$ cat config.mk
export PLATFORM = sky130hd
export DESIGN_NAME = bmp_stream_pixel_decoder
export DESIGN_NICKNAME = d
export VERILOG_FILES = /design/src/design/bspd_pkg.sv /design/src/design/bspd_in_reg.sv /design/src/design/bspd_parser.sv /design/src/design/bspd_out_reg.sv /design/src/design/bmp_stream_pixel_decoder.sv
export SDC_FILE = /design/constraint.sdc
export NUM_CORES = 1
export LEC_CHECK = 0
export BUFFER_PORTS_ARGS = -buffer_cell sky130_fd_sc_hd__buf_2
export CELL_PAD_IN_SITES_DETAIL_PLACEMENT = 0
export CELL_PAD_IN_SITES_GLOBAL_PLACEMENT = 2
export CORE_ASPECT_RATIO = 2
export CORE_MARGIN = 2
export CORE_UTILIZATION = 41
export CTS_BUF_LIST = sky130_fd_sc_hd__clkbuf_16
export DETAILED_ROUTE_END_ITERATION = 8
export MAX_ROUTING_LAYER = met4
export PLACE_DENSITY = 0.8
export SLEW_MARGIN = 20
export SYNTH_ARGS = -nofsm -noshare
export SYNTH_HDL_FRONTEND = slang
export SYNTH_SLANG_ARGS = --single-unit
$ cat constraint.sdc
create_clock -name clk -period 8.95 [get_ports clk]
set_input_delay 0.895 -clock clk [delete_from_list [all_inputs] [get_ports clk]]
set_output_delay 0.895 -clock clk [all_outputs]
set_load 0.01 [all_outputs]
$ cat src/design/bspd_pkg.sv
// ============================================================================
// bspd_pkg
// shared types, codes and pixel conversion for the bmp stream pixel decoder
// ============================================================================
package bspd_pkg;

	// output pixel format codes
	localparam logic [1:0] FMT_RGB24  = 2'd0;
	localparam logic [1:0] FMT_XRGB32 = 2'd1;
	localparam logic [1:0] FMT_RGB565 = 2'd2;

	// result status codes
	localparam logic [1:0] ST_PIXEL     = 2'd0;
	localparam logic [1:0] ST_BAD_MAGIC = 2'd1;
	localparam logic [1:0] ST_BAD_DEPTH = 2'd2;
	localparam logic [1:0] ST_BAD_SIZE  = 2'd3;

	// one accepted input beat
	typedef struct packed {
		logic [7:0] file_byte;
		logic       start_of_file;
	} in_beat_t;

	// one result item
	typedef struct packed {
		logic [31:0] pixel_value;
		logic [11:0] column;
		logic [11:0] row;
		logic [1:0]  status;
		logic        last_pixel;
	} res_t;

	// red high, blue low; unused code 3 behaves as xrgb
	function automatic logic [31:0] to_pixel(
		input logic [1:0] fmt,
		input logic [7:0] r,
		input logic [7:0] g,
		input logic [7:0] b
	);
		logic [31:0] v;
		if (fmt == FMT_RGB565) begin
			v = {16'd0, r[7:3], g[7:2], b[7:3]};
		end else begin
			v = {8'd0, r, g, b};
		end
		return v;
	endfunction

endpackage

$ cat src/design/bspd_in_reg.sv
// ============================================================================
// bspd_in_reg
// input register stage: holds one accepted beat until the parser takes it
// ============================================================================
module bspd_in_reg (
	input  logic               clk,
	input  logic               arst_n,
	input  logic               s_tvalid,
	output logic               s_tready,
	input  bspd_pkg::in_beat_t beat,
	input  logic               adv,
	output logic               step,
	output bspd_pkg::in_beat_t beat_s1
);

	logic v_s1;

	assign step     = v_s1 & adv;
	assign s_tready = ~v_s1 | adv;

	always_ff @(posedge clk or negedge arst_n) begin
		if (!arst_n) begin
			v_s1 <= 1'b0;
		end else if (s_tvalid && s_tready) begin
			v_s1 <= 1'b1;
		end else if (step) begin
			v_s1 <= 1'b0;
		end
	end

	always_ff @(posedge clk) begin
		if (s_tvalid && s_tready) begin
			beat_s1 <= beat;
		end
	end

endmodule

$ cat src/design/bspd_parser.sv
// ============================================================================
// bspd_parser
// header capture, skip, pixel gathering and row padding state machine
// ============================================================================
module bspd_parser #(
	parameter int MAX_WIDTH  = 4096,
	parameter int MAX_HEIGHT = 4096
) (
	input  logic               clk,
	input  logic               arst_n,
	input  logic               step,
	input  bspd_pkg::in_beat_t beat_s1,
	input  logic [1:0]         out_format,
	output bspd_pkg::res_t     res,
	output logic               res_valid
);

	localparam int CW = $clog2(MAX_WIDTH + 1);
	localparam int RW = $clog2(MAX_HEIGHT + 1);

	localparam logic [2:0] PH_HEADER = 3'd0;
	localparam logic [2:0] PH_SKIP   = 3'd1;
	localparam logic [2:0] PH_PIXEL  = 3'd2;
	localparam logic [2:0] PH_PAD    = 3'd3;
	localparam logic [2:0] PH_HALT   = 3'd4;

	localparam logic [7:0]  MAGIC_B     = 8'h42;
	localparam logic [7:0]  MAGIC_M     = 8'h4d;
	localparam logic [15:0] DEPTH_24    = 16'd24;
	localparam logic [31:0] MIN_OFFSET  = 32'd54;

	logic [31:0]   pos_q, off_q, width_q, height_q;
	logic [7:0]    depth_lo_q, magic_q, blue_q, green_q;
	logic [2:0]    phase_q;
	logic [CW-1:0] col_q;
	logic [RW-1:0] row_q;
	logic [1:0]    bip_q, pad_q;

	logic [31:0]   c_pos, c_off, c_width, c_height;
	logic [7:0]    c_depth_lo, c_magic, c_blue, c_green;
	logic [2:0]    c_phase;
	logic [CW-1:0] c_col;
	logic [RW-1:0] c_row;
	logic [1:0]    c_bip, c_pad;

	logic [31:0]   n_pos, n_off, n_width, n_height;
	logic [7:0]    n_depth_lo, n_magic, n_blue, n_green;
	logic [2:0]    n_phase;
	logic [CW-1:0] n_col;
	logic [RW-1:0] n_row;
	logic [1:0]    n_bip, n_pad;

	logic [7:0]    b;
	logic [1:0]    lane;
	logic          do_pix, last_col, last_row, size_bad;

	assign b    = beat_s1.file_byte;
	// header fields start at 10, 18 and 22, all two mod four
	assign lane = c_pos[1:0] - 2'd2;

	always_comb begin
		// start of file clears the parser before this byte is taken
		if (beat_s1.start_of_file) begin
			c_pos      = '0;
			c_off      = '0;
			c_width    = '0;
			c_height   = '0;
			c_depth_lo = '0;
			c_magic    = '0;
			c_blue     = '0;
			c_green    = '0;
			c_phase    = PH_HEADER;
			c_col      = '0;
			c_row      = '0;
			c_bip      = '0;
			c_pad      = '0;
		end else begin
			c_pos      = pos_q;
			c_off      = off_q;
			c_width    = width_q;
			c_height   = height_q;
			c_depth_lo = depth_lo_q;
			c_magic    = magic_q;
			c_blue     = blue_q;
			c_green    = green_q;
			c_phase    = phase_q;
			c_col      = col_q;
			c_row      = row_q;
			c_bip      = bip_q;
			c_pad      = pad_q;
		end
	end

	always_comb begin
		n_pos      = c_pos;
		n_off      = c_off;
		n_width    = c_width;
		n_height   = c_height;
		n_depth_lo = c_depth_lo;
		n_magic    = c_magic;
		n_blue     = c_blue;
		n_green    = c_green;
		n_phase    = c_phase;
		n_col      = c_col;
		n_row      = c_row;
		n_bip      = c_bip;
		n_pad      = c_pad;
		res        = '0;
		res_valid  = 1'b0;
		do_pix     = 1'b0;
		last_col   = (32'(c_col) + 32'd1) == c_width;
		last_row   = (32'(c_row) + 32'd1) == c_height;
		size_bad   = (c_width == 32'd0) || (c_width > 32'(MAX_WIDTH)) ||
			(c_height == 32'd0) || (c_height > 32'(MAX_HEIGHT)) ||
			(c_off < MIN_OFFSET);

		if (c_phase != PH_HALT) begin
			n_pos = c_pos + 32'd1;
			if (c_phase == PH_HEADER) begin
				if (c_pos == 32'd0) begin
					n_magic = b;
				end else if (c_pos == 32'd1) begin
					if (c_magic != MAGIC_B || b != MAGIC_M) begin
						res.status = bspd_pkg::ST_BAD_MAGIC;
						res_valid  = 1'b1;
						n_phase    = PH_HALT;
					end
				end else if (c_pos >= 32'd10 && c_pos <= 32'd13) begin
					n_off[8*lane +: 8] = b;
				end else if (c_pos >= 32'd18 && c_pos <= 32'd21) begin
					n_width[8*lane +: 8] = b;
				end else if (c_pos >= 32'd22 && c_pos <= 32'd25) begin
					n_height[8*lane +: 8] = b;
				end else if (c_pos == 32'd28) begin
					n_depth_lo = b;
				end else if (c_pos == 32'd29) begin
					res_valid = 1'b1;
					n_phase   = PH_HALT;
					if ({b, c_depth_lo} != DEPTH_24) begin
						res.status = bspd_pkg::ST_BAD_DEPTH;
					end else if (size_bad) begin
						res.status = bspd_pkg::ST_BAD_SIZE;
					end else begin
						res_valid = 1'b0;
						n_phase   = PH_SKIP;
					end
				end
			end else if (c_phase == PH_SKIP) begin
				// the byte at the offset is already the first blue byte
				do_pix = (c_pos == c_off);
			end else if (c_phase == PH_PAD) begin
				n_pad = c_pad - 2'd1;
				if (n_pad == 2'd0) begin
					n_phase = PH_PIXEL;
				end
			end else begin
				do_pix = 1'b1;
			end

			if (do_pix) begin
				n_phase = PH_PIXEL;
				unique case (c_bip)
					2'd0: begin
						n_blue = b;
						n_bip  = 2'd1;
					end
					2'd1: begin
						n_green = b;
						n_bip   = 2'd2;
					end
					default: begin
						n_bip           = 2'd0;
						res.pixel_value = bspd_pkg::to_pixel(out_format, b, c_green, c_blue);
						res.column      = 12'(c_col);
						res.row         = 12'(c_height) - 12'd1 - 12'(c_row);
						res.status      = bspd_pkg::ST_PIXEL;
						res.last_pixel  = last_col & last_row;
						res_valid       = 1'b1;
						if (last_col) begin
							n_col = '0;
							if (last_row) begin
								n_phase = PH_HALT;
							end else begin
								n_row = c_row + RW'(1);
								// padding to four bytes is width mod four
								n_pad = c_width[1:0];
								if (c_width[1:0] != 2'd0) begin
									n_phase = PH_PAD;
								end
							end
						end else begin
							n_col = c_col + CW'(1);
						end
					end
				endcase
			end
		end
	end

	always_ff @(posedge clk or negedge arst_n) begin
		if (!arst_n) begin
			pos_q      <= '0;
			off_q      <= '0;
			width_q    <= '0;
			height_q   <= '0;
			depth_lo_q <= '0;
			magic_q    <= '0;
			blue_q     <= '0;
			green_q    <= '0;
			phase_q    <= PH_HEADER;
			col_q      <= '0;
			row_q      <= '0;
			bip_q      <= '0;
			pad_q      <= '0;
		end else if (step) begin
			pos_q      <= n_pos;
			off_q      <= n_off;
			width_q    <= n_width;
			height_q   <= n_height;
			depth_lo_q <= n_depth_lo;
			magic_q    <= n_magic;
			blue_q     <= n_blue;
			green_q    <= n_green;
			phase_q    <= n_phase;
			col_q      <= n_col;
			row_q      <= n_row;
			bip_q      <= n_bip;
			pad_q      <= n_pad;
		end
	end

endmodule

$ cat src/design/bspd_out_reg.sv
// ============================================================================
// bspd_out_reg
// result register: holds one result beat until the sink takes it
// ============================================================================
module bspd_out_reg (
	input  logic           clk,
	input  logic           arst_n,
	input  logic           step,
	input  bspd_pkg::res_t res,
	input  logic           res_valid,
	output logic           adv,
	output logic           m_tvalid,
	input  logic           m_tready,
	output bspd_pkg::res_t res_s2
);

	assign adv = ~m_tvalid | m_tready;

	always_ff @(posedge clk or negedge arst_n) begin
		if (!arst_n) begin
			m_tvalid <= 1'b0;
		end else if (step) begin
			m_tvalid <= res_valid;
		end else if (m_tready) begin
			m_tvalid <= 1'b0;
		end
	end

	always_ff @(posedge clk) begin
		if (step && res_valid) begin
			res_s2 <= res;
		end
	end

endmodule

$ cat src/design/bmp_stream_pixel_decoder.sv
// ============================================================================
// bmp_stream_pixel_decoder
// 24-bit bmp byte stream to pixels with top-down row and column
// ============================================================================
//
// channel | dir | handshake          | content
// --------+-----+--------------------+--------------------------------------
// s_*     | in  | s_tvalid/s_tready  | one file byte per beat, tuser = start
// m_*     | out | m_tvalid/m_tready  | pixel or error beat, tlast = last pixel
// cfg_*   | in  | cfg_valid/cfg_ready| output format register
//
// one file byte per cycle: a byte goes from the input register through the
// parser logic into the result register, so a beat is accepted every cycle
// while the result register is empty or being drained.
// a stalled sink holds one result and one byte; further input waits.
// reset clears the parser to byte 0 of a file and sets the format to xrgb.
// after an error or the final pixel bytes are dropped until a start beat.
// ============================================================================
module bmp_stream_pixel_decoder #(
	parameter int MAX_WIDTH  = 4096,
	parameter int MAX_HEIGHT = 4096
) (
	input  logic        clk,
	input  logic        arst_n,
	// slave stream
	input  logic        s_tvalid,
	output logic        s_tready,
	input  logic [7:0]  s_tdata,   // [7:0] file_byte
	input  logic        s_tuser,   // [0] start_of_file
	// master stream
	output logic        m_tvalid,
	input  logic        m_tready,
	output logic [55:0] m_tdata,   // [31:0] pixel_value, [43:32] column, [55:44] row
	output logic [1:0]  m_tuser,   // [1:0] status
	output logic        m_tlast,   // last_pixel
	// configuration
	input  logic        cfg_valid,
	output logic        cfg_ready,
	input  logic [1:0]  cfg_data   // out_format
);

	bspd_pkg::in_beat_t beat, beat_s1;
	bspd_pkg::res_t     res, res_s2;
	logic               res_valid, step, adv;
	logic [1:0]         fmt_q;

	// format register, always writable
	assign cfg_ready = 1'b1;

	always_ff @(posedge clk or negedge arst_n) begin
		if (!arst_n) begin
			fmt_q <= bspd_pkg::FMT_XRGB32;
		end else if (cfg_valid && cfg_ready) begin
			fmt_q <= cfg_data;
		end
	end

	assign beat.file_byte     = s_tdata;
	assign beat.start_of_file = s_tuser;

	// input register stage
	bspd_in_reg u_in_reg (
		.clk      (clk),
		.arst_n   (arst_n),
		.s_tvalid (s_tvalid),
		.s_tready (s_tready),
		.beat     (beat),
		.adv      (adv),
		.step     (step),
		.beat_s1  (beat_s1)
	);

	// parser state and per-byte decision
	bspd_parser #(
		.MAX_WIDTH  (MAX_WIDTH),
		.MAX_HEIGHT (MAX_HEIGHT)
	) u_parser (
		.clk        (clk),
		.arst_n     (arst_n),
		.step       (step),
		.beat_s1    (beat_s1),
		.out_format (fmt_q),
		.res        (res),
		.res_valid  (res_valid)
	);

	// result register stage
	bspd_out_reg u_out_reg (
		.clk       (clk),
		.arst_n    (arst_n),
		.step      (step),
		.res       (res),
		.res_valid (res_valid),
		.adv       (adv),
		.m_tvalid  (m_tvalid),
		.m_tready  (m_tready),
		.res_s2    (res_s2)
	);

	// pack result fields, first field lowest
	assign m_tdata = {res_s2.row, res_s2.column, res_s2.pixel_value};
	assign m_tuser = res_s2.status;
	assign m_tlast = res_s2.last_pixel;

endmodule

After elaboration in Yosys (flattened, before gate mapping):

Cells that the tools add are included.

* add/sub/neg operators: 10
* multiply operators: 0
* divide/modulo/power cells: 0
* magnitude comparators: 9
* equality and inequality tests: 14
* shifts and indexed selects: 2
* muxes and demuxes: 128
* bitwise logic cells: 8
* reductions and logical operators: 22

Operators with widths (number)
* $mux W32: 23
* $mux W8: 21
* $mux W13: 11
* $bwmux W32: 3
* $eq A32 B32 Y1: 3
* $logic_not A32 Y1: 3
* $mux W3: 22
* $eq A32 B5 Y1 const B: 2
* $ge A32 B5 Y1 const B: 2
* $gt A32 B13 Y1 const B: 2
* $le A32 B5 Y1 const B: 2
* $mux W2: 22
* $neg A5 Y34: 1
* $shift A8 B34 Y32 const A: 1
* $shiftx A8 B34 Y32: 1
* $add A32 B1 Y32 const B: 1
* $eq A32 B1 Y1 const B: 1
* $ge A32 B4 Y1 const B: 1
* $le A32 B4 Y1 const B: 1
* $lt A32 B6 Y1 const B: 1
* $add A13 B1 Y14 const B: 2
* $add A13 B1 Y13 const B: 2
* $mux W1: 24
* $mux W16: 1
* other kinds (23): 40

* register bits after elaboration: 257
* latch bits: 0
* bits in writable memories: 0
* bits in read-only memories: 0
* input port bits: 16
* output and inout port bits: 62
* memories kept: 0

Longest topological paths before layout:

* word-level depth: 20
* depth in mapped cells: 20
* depth with buffers taken out: 12

Cells and area by module:

A second synthesis with hierarchy kept.

* cells, all modules: 1393
* area, all modules: 14062.2 sq um

Modules (own cells, without submodules)
* bspd_parser: times used 1, cells each 1310, area each 11820.1 sq um
* bspd_out_reg: times used 1, cells each 63, area each 1826.8 sq um
* bspd_in_reg: times used 1, cells each 14, area each 330.3 sq um
* bmp_stream_pixel_decoder: times used 1, cells each 6, area each 85.1 sq um

Worst setup path after synthesis:

No wires, ideal clock.

* path type: flip-flop to flip-flop
* from: register, netlist name u_in_reg.beat_s1[0]
* to: register, netlist name u_out_reg.res_s2[0]
* arrival: 3723 ps
* required time: 8545 ps
* setup slack: 4822 ps
* stages on the path, launching flop included: 18
* buffers on the path: 6
* cell sequence: edfxtp_1 buf_4 buf_4 inv_1 buf_2 clkbuf_1 clkbuf_1 nand2_1 ha_1 clkbuf_1 nand3_1 nor4_1 a31oi_1 o22ai_1 inv_1 o21ai_1 a21o_1 inv_1

* cells in the longest elaborated chain, start to end: 20
* elaborated cells on any way between the ends: 60

RTL lines
* $mux W32: RTL line bspd_parser.sv:63 `if (beat_s1.start_of_file) begin`
* $gt A32 B13 Y1 / $logic_not A32 Y1 (equally long branches): RTL line bspd_parser.sv:113 `size_bad = (c_width == 32'd0) || (c_width > 32'(MAX_WIDTH)) ||`
* $logic_or A1 B1 Y1 (2 in series): RTL line bspd_parser.sv:113
* $logic_or A1 B1 Y1 (2 in series): RTL line bspd_parser.sv:114 `(c_height == 32'd0) || (c_height > 32'(MAX_HEIGHT)) ||`
* $mux W1: RTL line bspd_parser.sv:141 `end else if (size_bad) begin`
* $mux W1: RTL line bspd_parser.sv:139 `if ({b, c_depth_lo} != DEPTH_24) begin`
* $mux W1: RTL line bspd_parser.sv:136 `end else if (c_pos == 32'd29) begin`
* $mux W1: RTL line bspd_parser.sv:134 `end else if (c_pos == 32'd28) begin`
* [2 not listed]
* $mux W1: RTL line bspd_parser.sv:128 `end else if (c_pos >= 32'd10 && c_pos <= 32'd13) begin`
* $mux W1: RTL line bspd_parser.sv:122 `end else if (c_pos == 32'd1) begin`
* $mux W1: RTL line bspd_parser.sv:120 `if (c_pos == 32'd0) begin`
* $mux W1: RTL line bspd_parser.sv:119 `if (c_phase == PH_HEADER) begin`
* $mux W1: RTL line bspd_parser.sv:162 `unique case (c_bip)`
* $mux W1: RTL line bspd_parser.sv:160 `if (do_pix) begin`
* $mux W1 (*): RTL line bspd_parser.sv:117 `if (c_phase != PH_HALT) begin`
* $logic_and A1 B1 Y1 (*): RTL line bspd_out_reg.sv:30 `if (step && res_valid) begin`

Every way passes the cells marked *; elsewhere a longest branch is shown, timed or not. The select of a mux whose other input is x is not followed.
A chain may end at the register's enable or synchronous reset.

Worst setup path in the final report:

* from: register, netlist name u_in_reg.beat_s1[0]
* to: register, netlist name u_out_reg.res_s2[35]

* cells in the longest elaborated chain, start to end: 20
* elaborated cells on any way between the ends: 60

RTL lines (RTL line)
* $mux W32: bspd_parser.sv:63
* $gt A32 B13 Y1 / $logic_not A32 Y1 (equally long branches): bspd_parser.sv:113
* $logic_or A1 B1 Y1 (2 in series): bspd_parser.sv:113
* $logic_or A1 B1 Y1 (2 in series): bspd_parser.sv:114
* $mux W1: bspd_parser.sv:141
* $mux W1: bspd_parser.sv:139
* $mux W1: bspd_parser.sv:136
* $mux W1: bspd_parser.sv:134
* [2 not listed]
* $mux W1: bspd_parser.sv:128
* $mux W1: bspd_parser.sv:122
* $mux W1: bspd_parser.sv:120
* $mux W1: bspd_parser.sv:119
* $mux W1: bspd_parser.sv:162
* $mux W1: bspd_parser.sv:160
* $mux W1 (*): bspd_parser.sv:117
* $logic_and A1 B1 Y1 (*): bspd_out_reg.sv:30

Marks and branches as above.

==> summary.md <==
| Metric | Value |
|---|---|
| RSZ-0062 raised after global routing | no |
| Final setup TNS | 0 ns |
| Share of layout cells above drive strength 1 | between 10% and 20% |
| NumNets Final | about 1500 |
| Vias in the first global route | 11431 |
| Largest net degree at the start of global routing | roughly 130 |
| Post-Syn Instances | 1433 |
| First-pass GRT wire length | 68800 microns |
| DRC | 0 |
| PD cells | 203 nW/um^2 |
| Synth Area in Adders | 2.03% |
| Post-synthesis compound-gate area fraction | approximately 17% |
| Tmin final | 4.10 ns |
| CTS resizes | 0 |
| CTS root buf | clkbuf_16 |
| CP Launch Point | u_in_reg.beat_s1[0] |
| Clock share of power | 34.6% |
| Core area | 33500 sq um |
| Worst relative slew slack | 26.9% |
| Area growth from synthesis to layout | 10.3% |
| Kind of end point of the critical path | flip-flop |
| Setup ws final | approximately 4.9 ns |
| DIE AREA | ~35000 sq um |
| FF+latch count, synth | 257 |
| Max Clk Rate | 244 MHz |
| Yosys warning count | 0 |
| Post-layout util | 45.7% |
| Skew-Pair Late Insertion Delay | between 0.5 and 0.6 ns |
| Die height | 264 microns |
| Crit path kind | reg2reg |
| GR Overflow Total | 0 |
| CP Max Fanout | between 100 and 150 |
| Synth unique cells | 95 |
| Mux cell area share after synthesis | 0.522% |
| Xor and xnor area share after synthesis | 5.80% |
| Chip Width | about 130 microns |
| Final wirelength | 44200 microns |
| Maxcap violations | 0 |
| Clk pin slew, worst setup/hold paths | 0.07 ns |
| Num rows | 95 |
| Critical Path Source Type | flip-flop |
| DRT Pass-1 Iters | 5 |
| Post-synth ARST share | between 70% and 80% |
| Wire per inst | 23.2 microns |
| Pre-CTS WS | between 4 and 5 ns |
| Port Buf Inserts | between 60 and 70 |
| Leak | 6.47 nW |
| Synth Flop Type | dfrtp_1 |
| Initial antenna violation count | 0 |
| DR vias | roughly 11000 |
| Final HPWL DP | 31500 microns |
| Final slew viol count | 0 |
| Initial DRC count | 734 |
| Setup Viol. Count Final | 0 |
| Worst EP required | 9.17 ns |
| Fin crit share | between 40% and 50% |
| Detail Route Antenna Nets | 0 |
| Vias per cell | 5.89 |
| Final hold violations | 0 |
| WP data arrival | 4.32 ns |
| Initial core utilization | 41.5% |
| I/O pin cnt | just under 80 |
| Antenna diodes | 0 |
| Worst Hold Slack | 0.290 ns |
| Worst Tran Pin Value | roughly 1.1 ns |
| Post-CTS Hold Buffers | 0 |
| Hold Crit Class | in2async |
| Post-synthesis sequential area ratio | approximately half |
| Sw Ratio | between 30% and 40% |
| Number of flops mapped to enable cells by yosys | 60 |
| CTS buffer count | 25 |
| Internal | 0.00210 W |
| Maximum buffer depth of the clock tree | 3 |
| Fill cells | approximately 3300 |
| Gr usage total | approximately 26% |
| FF-to-FF Start | u_in_reg.beat_s1[0] |
| Sw Pwr | 0.00100 W |
| Final estimated routing congestion in global placement | 0.909 |
| Post-Synth Simple-Gate Area | 22.1% |
| # clock sinks | 257 |
| Seq pwr share | 45.9% |
| Comb pwr share | approximately a fifth |
| Largest family of logic cells by synthesized area | simple AND/OR/NAND/NOR gates |
| Status | finished clean |
| Most frequent cells in the layout | 196 x dfrtp_1, 194 x nand2_1, 79 x a22o_1 |
| Most common cell after layout, fill and taps aside | dfrtp_1 |
| Final Skew | between 0.01 and 0.015 ns |
| Total power | between 0.003 and 0.004 W |
| Netlist Area Pre-Place | between 10000 and 15000 sq um |
| Mean Syn Cell Area | 9.70 sq um |
| Max IR drop VDD | 0.000150 V |
| Buffer count from post-CTS setup fixing | 0 |
| H-tree level count | 1 |
| CTS tree | done |
==> critical path: stages, from the launching register on <==
cell and delay [ns]:
edfxtp_1 0.38, buf_12 0.43, inv_1 0.29, nand2_1 0.30
inv_1 0.15, ha_1 0.35, nand3_1 0.13, nor4_1 0.05
a31oi_1 0.20, o22ai_1 0.10, inv_1 0.09, o21ai_1 0.13
a21o_1 0.23, inv_2 0.43, buf_4 0.43
==> synth_stat cells (all sizes together), types with 11 or more instances <==
master	instances	area (sq um)
ha	21	263
and3	13	81.3
clkbuf	65	248
or4	11	86.3
nand2	194	728
nand2b	20	125
nand4	24	171
a31oi	12	75.1
and2	15	93.8
a22o	79	692
nor2b	25	156
buf	37	225
nor4	45	315
a21o	17	128
xnor2	47	412
nand3	63	315
nor3	47	255
edfxtp	60	1800
xor2	45	394
nor2	76	290
o21ai	92	460
dfrtp	196	4900
a21oi	51	255
inv	36	135
==> final timing paths <==
path | endpoint | slack, ns | cells after the start
min in group clk | u_parser.width_q[16] | 0.49 | 2
hold reg to reg | u_parser.width_q[16] | 0.49 | 2
setup reg to reg | u_out_reg.res_s2[35] | 4.85 | 14
hold / removal | u_parser.pos_q[11] | 0.29 | 1
max in group asynchronous | u_parser.height_q[22] | 7.30 | 2
setup / recovery | u_out_reg.res_s2[35] | 4.85 | 14
==> registers in the layout, indices dropped and copies added, names as in the netlist <==
signal               count
u_out_reg.res_s2        51
u_parser.height_q       32
u_parser.off_q          32
u_parser.pos_q          32
u_parser.width_q        32
u_parser.col_q          13
u_parser.row_q          13
u_in_reg.beat_s1         9
u_parser.blue_q          8
u_parser.depth_lo_q      8
u_parser.green_q         8
u_parser.magic_q         8
u_parser.phase_q         3
fmt_q                    2
u_parser.bip_q           2
u_parser.pad_q           2
u_in_reg.v_s1            1
u_out_reg.m_tvalid       1
==> routing by layer <==
| metal | GRT usage, % | vias to the layer above | wire [microns] |
|---|---|---|---|
| met4 | 11.3 | 0 | 2130 |
| met1 | 28.1 | 5615 | 16300 |
| met2 | 47.7 | 272 | 24400 |
| met5 | - | - | 0 |
| li1 | - | 5236 | - |
| met3 | 2.18 | 97 | 1270 |
==> layout make-up <==
class | instances | area [sq um] | area share [%]
clock buffer | 27 | 676 | 4.41
clock inverter | 17 | 140 | 0.914
inverter | 36 | 135 | 0.881
multi-input combinational | 1045 | 6610 | 43.1
sequential | 257 | 6730 | 43.9
tap | 436 | 546 | 3.56
timing repair buffer | 86 | 497 | 3.24
==> through the flow <==
step	instances	instance area (sq um)
2_1_floorplan	1440	13900
3_3_place_gp	1860	14500
3_5_place_dp	1860	14500
4_1_cts	1904	15300
5_1_grt	1904	15300
6_report	1904	15300
==> cells by family after synthesis <==
kind of cell | Yosys count
other cells | 2
xor+xnor | 92
fa+ha+maj | 22
simple gates | 585
buf+inv | 138
mux | 7
flops | 257
compound gates | 330
==> power groups by stage <==
stage	Clock (W)	Sequential [W]	Combinational [W]
2_1_floorplan	0	0.00139	0.000434
3_3_place_gp	0	0.00144	0.000603
3_5_place_dp	0	0.00144	0.000606
4_1_cts	0.00110	0.00142	0.000608
5_1_grt	0.00114	0.00144	0.000671
6_report	0.00107	0.00143	0.000607
No activity file was read; power rests on OpenSTA's default activity.
